<file path="src/hdl/rnps_pkg.sv">
// shared types, constants and register defaults for the radio node power search block
package rnps_pkg;

   localparam int unsigned NODE_COUNT_DEFAULT = 16;

   localparam int unsigned OPCODE_W = 2;
   localparam int unsigned NODE_W   = 4;
   localparam int unsigned RSSI_W   = 9;
   localparam int unsigned POWER_W  = 4;
   localparam int unsigned WAIT_W   = 16;
   localparam int unsigned ADDR_W   = 8;

   localparam int unsigned REQ_TDATA_W = 24;
   localparam int unsigned RSP_TDATA_W = 16;

   localparam int unsigned CSR_INDEX_W = 3;
   localparam int unsigned CSR_DATA_W  = 16;

   typedef enum logic [OPCODE_W-1:0] {
      OP_START_SEARCH = 2'd0,
      OP_START_PING   = 2'd1,
      OP_TICK         = 2'd2,
      OP_REPLY        = 2'd3
   } opcode_type;

   typedef enum logic {
      EV_TRANSMIT = 1'b0,
      EV_FINISHED = 1'b1
   } event_type;

   typedef enum logic [CSR_INDEX_W-1:0] {
      CSR_DESIRED_RSSI = 3'd0,
      CSR_LOWEST_POWER = 3'd1,
      CSR_HIGHEST_POWER = 3'd2,
      CSR_REPLY_WAIT   = 3'd3,
      CSR_ADDR_OFFSET  = 3'd4
   } csr_index_type;

   localparam logic signed [RSSI_W-1:0] DESIRED_RSSI_RESET = -9'sd70;
   localparam logic [POWER_W-1:0]       LOWEST_POWER_RESET = 4'd0;
   localparam logic [POWER_W-1:0]       HIGHEST_POWER_RESET = 4'd11;
   localparam logic [WAIT_W-1:0]        REPLY_WAIT_RESET = 16'd100;
   localparam logic [ADDR_W-1:0]        ADDR_OFFSET_RESET = 8'd100;

   typedef struct packed {
      event_type            event_res;
      logic [ADDR_W-1:0]    node_address;
      logic [POWER_W-1:0]   power_level;
      logic                 node_online;
   } rsp_type;

endpackage

</file>
<file path="src/hdl/radio_node_power_search_top.sv">
// radio node power search: poll controller with per-node power tracking and online reports
//
// request channel (req_*): one beat per event; req_tuser carries the opcode
// (start search, start ping, tick, reply) and req_tdata the node index and reply fields.
// response channel (rsp_*): transmit commands and poll-finished reports, at most one
// per request beat, registered in the output stage or, while it stalls, the skid stage.
// configuration (csr_*): single-cycle register writes, which the user makes only while
// the block is idle; the block does not enforce this. throughput: one request beat per
// cycle while req_tready is high. the per-node power table is a one-port memory with
// registered read; a ping start fetches the stored power into the current-node register
// over the following cycle without stalling the request side. an output register plus
// one skid stage decouple the two sides: requests keep flowing while a response waits,
// and req_tready drops only when both hold a beat. reset: synchronous, active high;
// clears the poll state, the response stages, the configuration registers to defaults and
// the per-node valid bits, so every node reads as power zero; no clearing pass is needed.
module radio_node_power_search_top #(
   parameter int unsigned NODE_COUNT = rnps_pkg::NODE_COUNT_DEFAULT
) (
   input  logic                               clock,
   input  logic                               reset,
   input  logic                               req_tvalid,
   output logic                               req_tready,
   // node_index[3:0], reply_rssi_dbm[12:4], reply_power[16:13], zero fill
   input  logic [rnps_pkg::REQ_TDATA_W-1:0]   req_tdata,
   // opcode[1:0]
   input  logic [rnps_pkg::OPCODE_W-1:0]      req_tuser,
   output logic                               rsp_tvalid,
   input  logic                               rsp_tready,
   // node_address[7:0], power_level[11:8], node_online[12], zero fill
   output logic [rnps_pkg::RSP_TDATA_W-1:0]   rsp_tdata,
   // event_res[0]
   output logic                               rsp_tuser,
   input  logic                               csr_wr_en,
   input  logic [rnps_pkg::CSR_INDEX_W-1:0]   csr_index,
   input  logic [rnps_pkg::CSR_DATA_W-1:0]    csr_wdata
);

   localparam int unsigned IDX_W = (NODE_COUNT > 1) ? $clog2(NODE_COUNT) : 1;
   localparam int unsigned PW = rnps_pkg::POWER_W;
   localparam int unsigned WW = rnps_pkg::WAIT_W;

   typedef enum logic [1:0] {
      MODE_IDLE   = 2'd0,
      MODE_SEARCH = 2'd1,
      MODE_PING   = 2'd2
   } mode_type;

   // configuration
   logic signed [rnps_pkg::RSSI_W-1:0] desired_ff;
   logic [PW-1:0]                      lowest_ff;
   logic [PW-1:0]                      highest_ff;
   logic [WW-1:0]                      wait_ticks_ff;
   logic [rnps_pkg::ADDR_W-1:0]        offset_ff;

   // poll state
   mode_type             mode_ff, mode_in;
   logic                 waiting_ff, waiting_in;
   logic [rnps_pkg::NODE_W-1:0] cur_node_ff, cur_node_in;
   logic [WW-1:0]        wait_cnt_ff, wait_cnt_in;
   logic [PW-1:0]        cur_power_ff, cur_power_in;
   logic                 cur_answered_ff, cur_answered_in;
   logic                 pending_ff, pending_in;
   logic [PW-1:0]        rd_data_ff;
   logic                 rd_valid_ff;
   logic [NODE_COUNT-1:0] valid_ff;

   // power table
   logic [PW-1:0]        power_mem [NODE_COUNT];
   logic                 wr_en;
   logic [IDX_W-1:0]     wr_addr;
   logic [PW-1:0]        wr_data;
   logic                 rd_en;
   logic [IDX_W-1:0]     rd_addr;

   // response stages
   logic                 out_valid_ff, out_valid_in;
   rnps_pkg::rsp_type    out_ff, out_in;
   logic                 skid_valid_ff, skid_valid_in;
   rnps_pkg::rsp_type    skid_ff, skid_in;

   // request fields
   rnps_pkg::opcode_type         op;
   logic [rnps_pkg::NODE_W-1:0]  req_node;
   logic [rnps_pkg::RSSI_W-1:0]  req_rssi;
   logic [PW-1:0]                req_power;
   logic                         accept;
   logic                         idx_ok;

   // datapath
   logic [PW-1:0]        eff_power;
   logic signed [9:0]    rssi_diff;
   logic signed [9:0]    rssi_adj;
   logic signed [9:0]    rssi_quot;
   logic signed [10:0]   reply_sum;
   logic [PW-1:0]        reply_level;
   logic [WW-1:0]        cnt_inc;
   logic                 elapsed;
   logic                 res_valid;
   rnps_pkg::rsp_type    res;

   assign op        = rnps_pkg::opcode_type'(req_tuser);
   assign req_node  = req_tdata[3:0];
   assign req_rssi  = req_tdata[12:4];
   assign req_power = req_tdata[16:13];

   assign req_tready = !skid_valid_ff;
   assign accept     = req_tvalid && req_tready;
   assign idx_ok     = {1'b0, 8'(req_node)} < 9'(NODE_COUNT);

   assign eff_power = pending_ff ? (rd_valid_ff ? rd_data_ff : '0) : cur_power_ff;

   // reply power: reply_power + (desired - rssi)/4 toward zero, clamped
   assign rssi_diff = $signed({desired_ff[rnps_pkg::RSSI_W-1], desired_ff})
                    - $signed({req_rssi[rnps_pkg::RSSI_W-1], req_rssi});
   assign rssi_adj  = rssi_diff + $signed({8'b0, rssi_diff[9], rssi_diff[9]});
   assign rssi_quot = rssi_adj >>> 2;
   assign reply_sum = $signed({7'b0, req_power}) + $signed({rssi_quot[9], rssi_quot});

   always_comb begin
      if (reply_sum > $signed({7'b0, highest_ff})) begin
         reply_level = highest_ff;
      end else if (reply_sum < $signed({7'b0, lowest_ff})) begin
         reply_level = lowest_ff;
      end else begin
         reply_level = reply_sum[PW-1:0];
      end
   end

   assign cnt_inc = (wait_cnt_ff == '1) ? wait_cnt_ff : wait_cnt_ff + 1'b1;
   assign elapsed = cnt_inc >= wait_ticks_ff;

   always_comb begin
      mode_in         = mode_ff;
      waiting_in      = waiting_ff;
      cur_node_in     = cur_node_ff;
      wait_cnt_in     = wait_cnt_ff;
      cur_power_in    = eff_power;
      cur_answered_in = cur_answered_ff;
      pending_in      = 1'b0;
      wr_en           = 1'b0;
      wr_addr         = IDX_W'(cur_node_ff);
      wr_data         = eff_power;
      rd_en           = 1'b0;
      rd_addr         = IDX_W'(req_node);
      res_valid       = 1'b0;
      res.event_res   = rnps_pkg::EV_TRANSMIT;
      res.node_address = rnps_pkg::ADDR_W'(cur_node_ff) + offset_ff;
      res.power_level = eff_power;
      res.node_online = 1'b0;
      if (accept) begin
         case (op)
            rnps_pkg::OP_START_SEARCH, rnps_pkg::OP_START_PING: begin
               if (idx_ok) begin
                  cur_node_in     = req_node;
                  cur_answered_in = 1'b0;
                  waiting_in      = 1'b0;
                  if (op == rnps_pkg::OP_START_SEARCH) begin
                     mode_in      = MODE_SEARCH;
                     cur_power_in = lowest_ff;
                     wr_en        = 1'b1;
                     wr_addr      = IDX_W'(req_node);
                     wr_data      = lowest_ff;
                  end else begin
                     mode_in    = MODE_PING;
                     rd_en      = 1'b1;
                     pending_in = 1'b1;
                  end
               end else begin
                  pending_in = pending_ff;
               end
            end
            rnps_pkg::OP_REPLY: begin
               cur_power_in    = reply_level;
               cur_answered_in = 1'b1;
               wr_en           = 1'b1;
               wr_data         = reply_level;
            end
            default: begin
               if (mode_ff != MODE_IDLE) begin
                  if (!waiting_ff) begin
                     res_valid   = 1'b1;
                     wait_cnt_in = '0;
                     waiting_in  = 1'b1;
                  end else begin
                     wait_cnt_in = cnt_inc;
                     if (cur_answered_ff || (elapsed &&
                         (mode_ff == MODE_PING || eff_power >= highest_ff))) begin
                        res_valid       = 1'b1;
                        res.event_res   = rnps_pkg::EV_FINISHED;
                        res.node_online = cur_answered_ff;
                        mode_in         = MODE_IDLE;
                        waiting_in      = 1'b0;
                     end else if (elapsed && mode_ff == MODE_SEARCH) begin
                        cur_power_in = eff_power + 1'b1;
                        wr_en        = 1'b1;
                        wr_data      = eff_power + 1'b1;
                        waiting_in   = 1'b0;
                     end
                  end
               end
            end
         endcase
      end
   end

   // response output register with one skid stage
   always_comb begin
      out_valid_in  = out_valid_ff;
      out_in        = out_ff;
      skid_valid_in = skid_valid_ff;
      skid_in       = skid_ff;
      if (out_valid_ff && !rsp_tready) begin
         if (res_valid) begin
            skid_valid_in = 1'b1;
            skid_in       = res;
         end
      end else if (skid_valid_ff) begin
         out_valid_in  = 1'b1;
         out_in        = skid_ff;
         skid_valid_in = 1'b0;
      end else begin
         out_valid_in = res_valid;
         out_in       = res;
      end
   end

   always_ff @(posedge clock) begin
      if (reset) begin
         desired_ff      <= rnps_pkg::DESIRED_RSSI_RESET;
         lowest_ff       <= rnps_pkg::LOWEST_POWER_RESET;
         highest_ff      <= rnps_pkg::HIGHEST_POWER_RESET;
         wait_ticks_ff   <= rnps_pkg::REPLY_WAIT_RESET;
         offset_ff       <= rnps_pkg::ADDR_OFFSET_RESET;
         mode_ff         <= MODE_IDLE;
         waiting_ff      <= 1'b0;
         cur_node_ff     <= '0;
         wait_cnt_ff     <= '0;
         cur_power_ff    <= '0;
         cur_answered_ff <= 1'b0;
         pending_ff      <= 1'b0;
         rd_valid_ff     <= 1'b0;
         valid_ff        <= '0;
         out_valid_ff    <= 1'b0;
         skid_valid_ff   <= 1'b0;
      end else begin
         if (csr_wr_en) begin
            unique case (csr_index)
               rnps_pkg::CSR_DESIRED_RSSI:  desired_ff    <= csr_wdata[rnps_pkg::RSSI_W-1:0];
               rnps_pkg::CSR_LOWEST_POWER:  lowest_ff     <= csr_wdata[PW-1:0];
               rnps_pkg::CSR_HIGHEST_POWER: highest_ff    <= csr_wdata[PW-1:0];
               rnps_pkg::CSR_REPLY_WAIT:    wait_ticks_ff <= csr_wdata[WW-1:0];
               rnps_pkg::CSR_ADDR_OFFSET:   offset_ff     <= csr_wdata[rnps_pkg::ADDR_W-1:0];
               default: ;
            endcase
         end
         mode_ff         <= mode_in;
         waiting_ff      <= waiting_in;
         cur_node_ff     <= cur_node_in;
         wait_cnt_ff     <= wait_cnt_in;
         cur_power_ff    <= cur_power_in;
         cur_answered_ff <= cur_answered_in;
         pending_ff      <= pending_in;
         if (rd_en) begin
            rd_valid_ff <= valid_ff[rd_addr];
         end
         if (wr_en) begin
            valid_ff[wr_addr] <= 1'b1;
         end
         out_valid_ff  <= out_valid_in;
         out_ff        <= out_in;
         skid_valid_ff <= skid_valid_in;
         skid_ff       <= skid_in;
      end
   end

   always_ff @(posedge clock) begin
      if (wr_en) begin
         power_mem[wr_addr] <= wr_data;
      end
      if (rd_en) begin
         rd_data_ff <= power_mem[rd_addr];
      end
   end

   assign rsp_tvalid = out_valid_ff;
   assign rsp_tuser  = out_ff.event_res;
   assign rsp_tdata  = {3'b0, out_ff.node_online, out_ff.power_level, out_ff.node_address};

endmodule

</file>
<file path="config.mk">
export PLATFORM = sky130hd
export DESIGN_NAME = radio_node_power_search_top
export DESIGN_NICKNAME = d
export VERILOG_FILES = /design/src/hdl/rnps_pkg.sv /design/src/hdl/radio_node_power_search_top.sv
export SDC_FILE = /design/constraint.sdc
export NUM_CORES = 1
export LEC_CHECK = 0
export BUFFER_PORTS_ARGS = -buffer_cell sky130_fd_sc_hd__buf_2
export CORE_MARGIN = 2
export CORE_UTILIZATION = 35
export CTS_CLUSTER_SIZE = 30
export DETAILED_ROUTE_END_ITERATION = 10
export PLACE_DENSITY = 0.57
export SKIP_CTS_REPAIR_TIMING = 1
export SYNTH_ARGS = -nofsm -noshare
export SYNTH_HDL_FRONTEND = slang
export SYNTH_SLANG_ARGS = --single-unit
</file>
<file path="constraint.sdc">
create_clock -name clock -period 9.9 [get_ports clock]
set_input_delay 0.495 -clock clock [delete_from_list [all_inputs] [get_ports clock]]
set_output_delay 0.495 -clock clock [all_outputs]
set_load 0.02 [all_outputs]
</file>
; ---- Word-level counts from Yosys, hierarchy flattened
; Memory sizes are Yosys's and may differ from the RTL's. A register that Yosys moved wholly into a read port is not among the register bits.
; Index checks and enable logic that the tools add are counted.
[totals]
reg_bits = 117
latch_bits = 0
mem_bits_rw = 64
mem_bits_ro = 0
inputBits = 50
out_inout_bits = 19
word_cells = 142
mem_count = 1
[memory_table]
columns = memory, depth, width, read_ports, rd_clocked_by_memory_dff, write_ports, line
row1 = power_mem, 16, 4, 1, 1, 1, radio_node_power_search_top.sv:68  ; logic [PW-1:0] power_mem [NODE_COUNT];
[op_classes]
addsub = 6
n_mul = 0
div = 0
n_lt_le_gt_ge = 7
n_eq_ne = 9
shift = 0
mux = 59
n_bitwise = 5
reduce_logical = 31
[ops]
columns = cell, count
row1 = $mux W4, 13
row2 = $mux W1, 32
row3 = $mux W16, 2
row4 = $add A16 B1 Y16 const B, 1
row5 = $eq A16 B16 Y1 const B, 1
row6 = $ge A16 B16 Y1, 1
row7 = $or A16 B16 Y16, 1
row8 = $reduce_and A2 Y1, 8
row9 = $mux W14, 1
row10 = $add A10 B3 Y10, 1
row11 = $lt A4 B5 Y1 const B, 2
row12 = $reduce_bool A2 Y1, 5
row13 = $sub A9 B9 Y10, 1
row14 = $add A5 B8 Y9, 1
row15 = $gt A9 B5 Y1, 1
row16 = $lt A9 B5 Y1, 1
row17 = $reduce_and A3 Y1, 3
row18 = $add A4 B8 Y8, 1
row19 = $mux W2, 4
row20 = $pmux W4 S2, 1
row21 = $eq A3 B2 Y1 const B, 2
row22 = $pmux W1 S2, 3
row23 = $logic_and A1 B1 Y1, 5
row24 = $reduce_and A5 Y1, 1
row25 = 17 further kinds, 25

; ---- Depth between registers and ports, before layout
; Gate-level depths: netlist of run 1.
[depth]
ltp_word = 13
mapped_depth = 23

; ---- Least setup slack after synthesis of run 1
; Ideal clock, no wire load.
[synth_path]
path_type = in2reg
startpoint = input port req_tdata[8] (netlist name)
endpoint = memory power_mem[0][2] (netlist name), data pin
setup_ps = 277
arrival_time_ps = 4498
t_required_ps = 9623
setup_slack_ps = 5125
path_stages = 22
path_buffers = 1
path_cell_list = inv_1 ha_1 buf_2 a21oi_1 o221ai_1 a21oi_1 a21oi_1 a21oi_1 nand2_1 xnor2_1 fa_1 ha_1 nor2b_1 o21ai_0 nand2b_1 a21oi_1 a41o_1 inv_1 a221oi_4 mux2i_1 a211oi_2 nor2_1
[synth_via]
elab_chain_cells = 8
elab_cells_between_ends = 9
classes_between = add/sub: 3 / order compare: 2 / mux: 4
[synth_lines]
columns = element, line
row1 = "start, declared", radio_node_power_search_top.sv:24  ; input logic [rnps_pkg::REQ_TDATA_W-1:0] req_tdata,
row2 = $sub A9 B9 Y10 (*), radio_node_power_search_top.sv:114  ; - $signed({req_rssi[rnps_pkg::RSSI_W-1], req_rssi});
row3 = $add A10 B3 Y10 (*), radio_node_power_search_top.sv:115  ; assign rssi_adj = rssi_diff + $signed({8'b0, rssi_diff[9], rssi_diff[9]});
row4 = $add A5 B8 Y9 (*), radio_node_power_search_top.sv:117  ; assign reply_sum = $signed({7'b0, req_power}) + $signed({rssi_quot[9], rssi_quot});
row5 = $lt A9 B5 Y1, radio_node_power_search_top.sv:122  ; end else if (reply_sum < $signed({7'b0, lowest_ff})) begin
row6 = $mux W4, radio_node_power_search_top.sv:122
row7 = $mux W4 (*), radio_node_power_search_top.sv:120  ; if (reply_sum > $signed({7'b0, highest_ff})) begin
row8 = $pmux W4 S2 (*), -
row9 = $mux W4 (*), -
row10 = via cur_power_in[2], radio_node_power_search_top.sv:60  ; logic [PW-1:0] cur_power_ff, cur_power_in;
row11 = "end, declared", radio_node_power_search_top.sv:68
; Mark *: on every way through the listed nets, which the timed path passes. The rest lies on a longest branch.

; ---- Final worst setup path of run 1
[layout_path]
startpoint = register desired_ff[6] (netlist name)
endpoint = memory power_mem[2][3] (netlist name), data pin
[layout_via]
elab_chain_cells = 8
elab_cells_between_ends = 9
classes_between = add/sub: 3 / order compare: 2 / mux: 4
[layout_lines]
columns = element, line
row1 = "start, declared", radio_node_power_search_top.sv:49  ; logic signed [rnps_pkg::RSSI_W-1:0] desired_ff;
row2 = "start signal, assigned", radio_node_power_search_top.sv:229  ; desired_ff <= rnps_pkg::DESIRED_RSSI_RESET;
row3 = "start signal, assigned", radio_node_power_search_top.sv:248  ; rnps_pkg::CSR_DESIRED_RSSI: desired_ff <= csr_wdata[rnps_pkg::RSSI_W-1:0];
row4 = $sub A9 B9 Y10 (*), radio_node_power_search_top.sv:114
row5 = $add A10 B3 Y10 (*), radio_node_power_search_top.sv:115
row6 = $add A5 B8 Y9 (*), radio_node_power_search_top.sv:117
row7 = $lt A9 B5 Y1, radio_node_power_search_top.sv:122
row8 = $mux W4, radio_node_power_search_top.sv:122
row9 = $mux W4 (*), radio_node_power_search_top.sv:120
row10 = $pmux W4 S2 (*), -
row11 = $mux W4 (*), -
row12 = via cur_power_in[3], radio_node_power_search_top.sv:60
; Marks and branches as above.

==> impl_metrics.toml, run 1 <==
[finish]
multi_input_area_sq_mm = 0.00462
n_antenna_cell = 0
post-route-util_pct = 40.2
drive_gt1_share_pct = 14.9
final_area_sq_mm = 0.0109
stdcell_count = 1322
regArea_sq_mm = 0.00466
area_growth_pct = 12.5
num-fill-cells = 2668
nets = 1073

[critical_path]
critPathSlowestCell = "nor2_1"
ff2ff_path_depth = 21
crit_top_cell = "a21oi_1"
cpPeakStageDelay_ps = 850
endpoint_kind = "register"
startpoint_type = "register"
cp.arrival_ps = 5760
crit_type = "register to register"
worstPathRequired_ps = 9980
worstPathCellList = "ha_1, a21oi_2, o221ai_1, a21oi_1, a21oi_1, a21oi_1, xor2_1, ha_1, fa_1, xnor2_1, inv_1, ha_1, o21ai_0, nand2b_1, a21oi_1, a41o_1, inv_1, a221oi_4, nor2_1, a21o_1, nor2_1"
cp_max_fo = 16

[clock_tree]
htree_levels = 4
clock_path_buffers = 2
cts_sinks = 185
cts_tree = "built"
clk_latency_ps = 450
clkTransAtPathRegs_ps = 80
numCtsBuffers = 17
clockRootBuffer = "clkbuf_16"

[timing]
hold_viol = 0
finalCriticalPeriod_ps = 5670
fin_worst_skew_ps = 18.1
finalMaxSlewViolations = 0
finalCritPeriodShare_pct = 57.3
fin_setup_tns_ps = 0
worst_pin_slew_ps = 1150
fmax_mhz = 176
setup_viol = 0
relSlewSlack_pct = 23.4
setup_slack_ps = 4230
rsz0062_at_grt = "false"
hold_slack_ps = 279

[yosys]
synth_compound_area_share_pct = 14.4
syn-cell-area_sq_mm = 0.00965
yosys.area_share.simple_pct = 15.1
synthAdderAreaFrac_pct = 7.36
synthArstFlopShare_pct = 0
synth_top_area_cell = "edfxtp_1"
synth-seq-cells = 185
netlist_top_cells_area = "edfxtp_1 (30%), dfxtp_1 (18%), ha_1 (6.7%)"
synth_top_family_by_area = "simple AND/OR/NAND/NOR gates"
yosys_warnings = 0
ys.flop_type = "edfxtp_1"
netlist.area_leader.share_pct = 29.9
syn_inst = 929
synthMuxAreaShare_pct = 8.17
synth_seq_area_share_pct = 48.3
postSynthAreaPerCell_sq_um = 10.4
synth.distinct_cells = 81
synth_edf_count = 96
yosys.area_share.xor_xnor_pct = 2.63

[placed_design]
pre_cts_slack_ps = 3870
place_congestion = 0.807
hpwl_mm = 16.0
placed_cell_area_sq_mm = 0.0102
dp_cells = 1290
numPortBuffers = 58

[detailed_routing]
drt-total-wl_mm = 22.2
drcViolationCount = 0
dr.pass1.iters = 5
drt_iter0_drc = 457
ant_nets = 0
wl_per_cell_microns = 16.8
vias = 6814
avgViaCountPerCell = 5.15

[floorplanning]
fp.dieW_microns = 170
fp.dieH_microns = 170
io_pins = 69
fp.dieArea_sq_mm = 0.0289
num_rows = 60
start_util_pct = 35.7
core_sq_mm = 0.0270

[power]
powerDensity_mw_per_mm2 = 168
p_leak_nw = 4.19
total_power_mw = 1.82
ir_worst_vdd_v = 0.0000943

[outcome]
status = "completed"

[hold_path]
min_delay_path_depth = 3
hp-class = "input port to register"

[run]
max_cap_viol_count = 0

[global_routing]
gr-usage-all-layers_pct = 16.1
grt_overflow = 0
grt_pass1_vias = 6640
grt_max_degree = 66
antenna_found_initial = 0
grt_first_pass_wirelength_mm = 35.9
## cells in the mapped netlist (3+ instances only)
master	instances
o31a_1	4
o21a_1	19
inv_1	57
and3b_1	3
mux4_2	25
nand4_1	4
nand2_1	116
a31oi_1	7
fa_1	3
edfxtp_1	96
xnor2_1	22
nand3b_1	4
a221o_1	3
nor3_1	20
a211oi_1	5
a22oi_1	17
nor2_1	81
nor3b_1	3
o21ai_0	26
o22ai_1	4
buf_4	3
mux2_2	12
a21o_1	16
nand3_1	34
nor2b_1	14
xor2_1	7
and3_1	5
nand2b_1	11
ha_1	52
mux2i_1	9
dfxtp_1	89
clkbuf_1	34
o211ai_1	6
and2_1	6
a21oi_1	53
o21ai_1	3
buf_1	3
## final timing paths
kind	end	startpoint	slack, ps
setup reg to reg	power_mem[2][3]	desired_ff[6]	4230
setup / recovery	power_mem[2][3]	desired_ff[6]	4230
hold reg to reg	valid_ff[7]	valid_ff[7]	460
hold / removal	wait_ticks_ff[10]	csr_wdata[10]	280
## flip-flops by register name (all words and copies together) (netlist names), 8 cells and up
| register | cells |
|---|---|
| desired_ff | 9 |
| offset_ff | 8 |
| power_mem | 64 |
| rsp_tdata | 13 |
| skid_ff | 14 |
| valid_ff | 16 |
| wait_cnt_ff | 16 |
| wait_ticks_ff | 16 |
## kinds of logic (layout without fill, tap and decap cells)
family / count (synthesis) / count (layout)
AOI/OAI and AO/OA: 199 / 199
xor gates and xnor gates: 29 / 29
adders and majority gates: 55 / 55
buffers and inverters: 99 / 149
DFF: 185 / 185
muxes: 46 / 46
other: 1 / 3
and+or+nand+nor: 315 / 315
## critical path: cells and delay by family, from the launching register on
family	cells	cell delay, ps
compound gates	10	2050
xor+xnor	2	360
fa+ha+maj	4	1320
buf+inv	2	190
flops	1	320
simple gates	3	1070
## layer usage
layer / global-route usage [%] / vias up / share of wire, %
li1: - / 3444 / -
met1: 21.1 / 3272 / 47
met2: 27.4 / 82 / 49
met3: 2.86 / 16 / 2.4
met4: 4.53 / 0 / 1.1
met5: 0 / - / 0
## power breakdown
part           internal, mW  switching [mW]  total [mW]
clock                 0.354           0.364       0.718
sequential            0.825         0.00877       0.834
combinational         0.105           0.163       0.268
total                  1.28           0.536        1.82
## cell usage in the layout (no fill, tap or decap), types with 4 or more instances in the layout
cell	count
ha_1	52
a31oi_1	7
mux4_2	25
nand2b_1	11
a22oi_1	17
nand3b_1	4
a21oi_1	53
nand4_1	4
a211oi_1	5
o211ai_1	6
clkinv_8	4
nor3_1	20
and3_1	5
dfxtp_1	89
o21ai_0	26
inv_12	5
edfxtp_1	96
o21a_1	19
a21o_1	16
nand3_1	34
nand2_1	116
mux2i_1	9
buf_2	58
nor2b_1	14
inv_1	57
clkbuf_16	17
and2_1	6
xor2_1	7
o31a_1	4
o22ai_1	4
mux2_2	12
xnor2_1	22
nor2_1	81
## final cells by class
class                   count  area share [%]
clock buffers              17            3.92
clock inverters            15            1.90
repair buffers             59            2.74
multi-input cells         647            42.5
well taps                 341            3.93
flip-flops and latches    185            43.0
inverters                  58            2.01
Note: power is estimated with default switching activity, not from simulation.
==> run 2, diff against run 1 <==
Settings changed: PLACE_DENSITY 0.57 to 0.59.
Clock period 9.9 ns to 4.93 ns, I/O delays scaled along.
==> impl_metrics.toml, run 2 (synthesis results as in run 1) <==
[timing]
fin_worst_skew_ps = 17.4
finalCriticalPeriod_ps = 4570
setup_slack_ps = 361
finalCritPeriodShare_pct = 92.7
hold_viol = 0
relSlewSlack_pct = 45.9
rsz0062_at_grt = "false"
worst_pin_slew_ps = 811
setup_viol = 0
finalMaxSlewViolations = 0
hold_slack_ps = 34.9
fmax_mhz = 219

[critical_path]
reg2reg_from = "desired_ff[6]"
rrSetupSlack_ps = 360
r2r_end = "power_mem[8][0]"
crit_type = "register to register"
startpoint_type = "register"
ff2ff_path_depth = 23
cp.arrival_ps = 4760
cp_max_fo = 16
endpoint_kind = "register"
worstPathRequired_ps = 5120

[finish]
drive_gt1_share_pct = 23.1
nets = 1157
num-fill-cells = 2640
post-route-util_pct = 42.9
multi_input_area_sq_mm = 0.00472
largest_reg_flops = 64
final_cell_mix = "nand2_1 (116), edfxtp_1 (96), dfxtp_1 (89)"
area_growth_pct = 20.1
top_register = "power_mem"
regArea_sq_mm = 0.00466
final_common_cell = "nand2_1"
final_area_sq_mm = 0.0116

[floorplanning]
core_sq_mm = 0.0270
fp.dieW_microns = 170
num_rows = 60
fp.dieArea_sq_mm = 0.0289
io_pins = 69
start_util_pct = 35.7
fp.dieH_microns = 170

[placed_design]
hpwl_mm = 16.5
place_congestion = 0.842
placed_cell_area_sq_mm = 0.0109
numPortBuffers = 58
pre_cts_slack_ps = -217

[clock_tree]
numCtsBuffers = 17
clockRootBuffer = "clkbuf_16"
clk_latency_ps = 450
cts_sinks = 185
htree_levels = 4
clkTransAtPathRegs_ps = 80
cts_tree = "built"
clock_path_buffers = 2

[outcome]
status = "completed"

[global_routing]
grt_max_degree = 66
gr-usage-all-layers_pct = 16.1
antenna_found_initial = 1
grt_pass1_vias = 6855
grt_overflow = 0
grt_first_pass_wirelength_mm = 36.2

[detailed_routing]
avgViaCountPerCell = 5.07
drcViolationCount = 0
ant_nets = 0
vias = 7134
dr.pass1.iters = 5
wl_per_cell_microns = 16.1
drt-total-wl_mm = 22.6
drt_iter0_drc = 434

[power]
total_power_mw = 3.76
power_frac_clock_pct = 37.9
power_frac_seq_pct = 44.5
swShare_pct = 29.0
net-switching-power_mw = 1.09
internal-power_mw = 2.67
p_leak_nw = 4.64
ir_worst_vdd_v = 0.000209
powerDensity_mw_per_mm2 = 324
power_frac_comb_pct = 17.6

[hold_path]
min_to = "wait_ticks_ff[13]"
hp-class = "input port to register"
min_delay_path_depth = 3
hold_start = "csr_wdata[13]"

[run]
max_cap_viol_count = 0
[run 2: metal layers]
metal	global-route usage [%]	vias to the layer above	wire, microns	part of all wire (%)
met5	0	-	0	0
met4	4.83	0	287	1.3
met3	2.37	23	648	2.9
met2	27.9	102	11500	51
met1	20.7	3405	10200	45
li1	-	3604	-	-
[run 2: power by group through the flow]
stage          clock network (mW)  logic [mW]  registers (mW)
4_1_cts                      1.47       0.640            1.67
6_report                     1.43       0.660            1.67
5_1_grt                      1.52       0.737            1.68
2_1_floorplan                   0       0.392            1.71
3_5_place_dp                    0       0.635            1.71
3_3_place_gp                    0       0.629            1.71
[run 2: worst max path at each step]
stage | startpoint | to | slack (ps)
6_report | desired_ff[6] | power_mem[8][0] | 360
5_1_grt | desired_ff[6] | power_mem[8][0] | 20
4_1_cts | desired_ff[0] | power_mem[1][3] | -220
3_5_place_dp | req_tdata[8] | power_mem[12][3] | -220
3_3_place_gp | req_tdata[10] | power_mem[14][2] | -40
2_1_floorplan | wait_cnt_ff[6] | skid_ff[0] | 230
[run 2: per-stage QoR]
| stage | cells | TNS [ps] |
|---|---|---|
| 2_1_floorplan | 931 | 0 |
| 3_3_place_gp | 1374 | -795 |
| 3_5_place_dp | 1374 | -6630 |
| 4_1_cts | 1406 | -6320 |
| 5_1_grt | 1407 | 0 |
| 6_report | 1407 | 0 |
[run 2: final cells by class]
class / instances / area share (%)
Inverter: 58 / 1.88
Sequential cell: 185 / 40.2
Clock inverter: 15 / 1.80
Antenna cell: 1 / 0.0216
Clock buffer: 17 / 3.67
Multi-Input combinational cell: 647 / 40.7
Timing Repair Buffer: 143 / 8.04
Tap cell: 341 / 3.68
[run 2: critical path: stages (launching register included)]
cell and delay, ps:
dfxtp_1 330, ha_1 330, a21oi_2 180, o221ai_1 150
a21oi_2 180, a21oi_2 90, a21oi_2 150, xor2_1 180
ha_2 210, fa_1 440, ha_1 300, nor2b_1 130
o21ai_0 150, nand2b_1 70, a21oi_1 140, a41o_1 130
inv_1 70, a221oi_4 220, buf_4 170, nor2_1 50
buf_4 150, a221oi_4 250, a21oi_2 90, buf_6 160
==> run 3, diff against run 2 <==
Settings changed: CORE_UTILIZATION 35 to 40, PLACE_DENSITY 0.59 to 0.65.
==> impl_metrics.toml, run 3 (synthesis results as in run 1) <==
[power]
ir_worst_vdd_v = 0.000218
powerDensity_mw_per_mm2 = 319
p_leak_nw = 4.62
total_power_mw = 3.67

[floorplanning]
num_rows = 56
fp.dieH_microns = 159
io_pins = 69
fp.dieW_microns = 159
fp.dieArea_sq_mm = 0.0254
core_sq_mm = 0.0236
start_util_pct = 40.9

[finish]
n_antenna_cell = 0
nets = 1157
top_register = "power_mem"
num-fill-cells = 2145
area_growth_pct = 19.4
largest_reg_flops = 64
final_area_sq_mm = 0.0115
multi_input_area_sq_mm = 0.00472
final_cell_mix = "nand2_1 (116), edfxtp_1 (96), dfxtp_1 (89)"
post-route-util_pct = 48.8
drive_gt1_share_pct = 23.1
regArea_sq_mm = 0.00466
final_common_cell = "nand2_1"
stdcell_count = 1384

[timing]
worst_pin_slew_ps = 955
relSlewSlack_pct = 36.2
finalMaxSlewViolations = 0
setup_slack_ps = 272
setup_viol = 0
hold_slack_ps = 44.3
fin_worst_skew_ps = 17.0
finalCritPeriodShare_pct = 94.5
fmax_mhz = 215
finalCriticalPeriod_ps = 4660
hold_viol = 0
fin_setup_tns_ps = 0

[detailed_routing]
vias = 7308
wl_per_cell_microns = 16.1
avgViaCountPerCell = 5.28
drt-total-wl_mm = 22.3
ant_nets = 0
dr.pass1.iters = 5
drcViolationCount = 0
drt_iter0_drc = 478

[critical_path]
rrSetupSlack_ps = 270
worstPathRequired_ps = 5100
cpPeakStageDelay_ps = 380
cp_max_fo = 16
crit_type = "register to register"
critPathSlowestCell = "fa_2"
endpoint_kind = "register"
reg2reg_from = "desired_ff[0]"
worst-path-buf-inv = 4
worstPathCellList = "inv_1, ha_1, fa_2, nor2b_2, o22ai_1, xnor2_1, o2111a_1, xnor2_1, ha_1, and2_1, a221o_1, nor3_2, o2bb2a_2, a221oi_4, buf_4, nor2_1, buf_4, a221oi_2, a21oi_1, buf_6"
startpoint_type = "register"
ff2ff_path_depth = 20
r2r_end = "power_mem[1][0]"
cp.arrival_ps = 4820
crit_family = "compound AO/OA/AOI/OAI gates"

[hold_path]
min_delay_path_depth = 3
hold_start = "csr_wdata[11]"
min_to = "wait_ticks_ff[11]"
hp-class = "input port to register"

[clock_tree]
clock_path_buffers = 2
clkTransAtPathRegs_ps = 80
htree_levels = 4
cts_tree = "built"
clk_latency_ps = 440
numCtsBuffers = 17
cts_sinks = 185
clockRootBuffer = "clkbuf_16"

[global_routing]
grt_first_pass_wirelength_mm = 36.5
grt_overflow = 0
gr-usage-all-layers_pct = 18.0
grt_pass1_vias = 7229
antenna_found_initial = 0
grt_max_degree = 66

[placed_design]
placed_cell_area_sq_mm = 0.0108
dp_cells = 1350
place_congestion = 0.866
pre_cts_slack_ps = -304
hpwl_mm = 16.3
numPortBuffers = 58

[outcome]
status = "completed"

[run]
max_cap_viol_count = 0
## run 3: layer usage
layer	share of wire [%]	GRT usage, %	vias up
li1	-	-	3597
met1	46	23.7	3521
met2	48	30.3	165
met3	4.3	2.92	25
met4	1.5	5.87	0
met5	0	0	-
## run 3: how the worst max path moves through the flow
stage | from | to | depth (start not counted)
after floorplan | wait_cnt_ff[6] | skid_ff[0] | 16
final | desired_ff[0] | power_mem[1][0] | 20
after global placement | req_tdata[8] | power_mem[14][2] | 22
after CTS | desired_ff[0] | power_mem[2][2] | 17
after global routing | desired_ff[0] | power_mem[11][0] | 24
after detailed placement | req_tdata[10] | power_mem[14][2] | 22
## run 3: power by group
group	switching (mW)	leakage (nW)	internal [mW]	total, mW
Clock	0.639	0.277	0.697	1.34
Combinational	0.360	2.72	0.302	0.661
Sequential	0.0177	1.62	1.66	1.67
## run 3: worst reg2reg max path: cells and delay by family (launching register included)
family | cells | cell delay (ps)
fa+ha+maj | 3 | 870
simple gates | 4 | 510
flops | 1 | 330
xor+xnor | 2 | 460
compound gates | 7 | 1670
buf+inv | 4 | 530
## run 3: area by class of cell
| type | count | area share, % |
|---|---|---|
| Multi-Input combinational cell | 647 | 40.9 |
| Clock inverter | 14 | 1.15 |
| Tap cell | 319 | 3.46 |
| Timing Repair Buffer | 143 | 8.20 |
| Sequential cell | 185 | 40.5 |
| Inverter | 58 | 1.89 |
| Clock buffer | 18 | 3.91 |
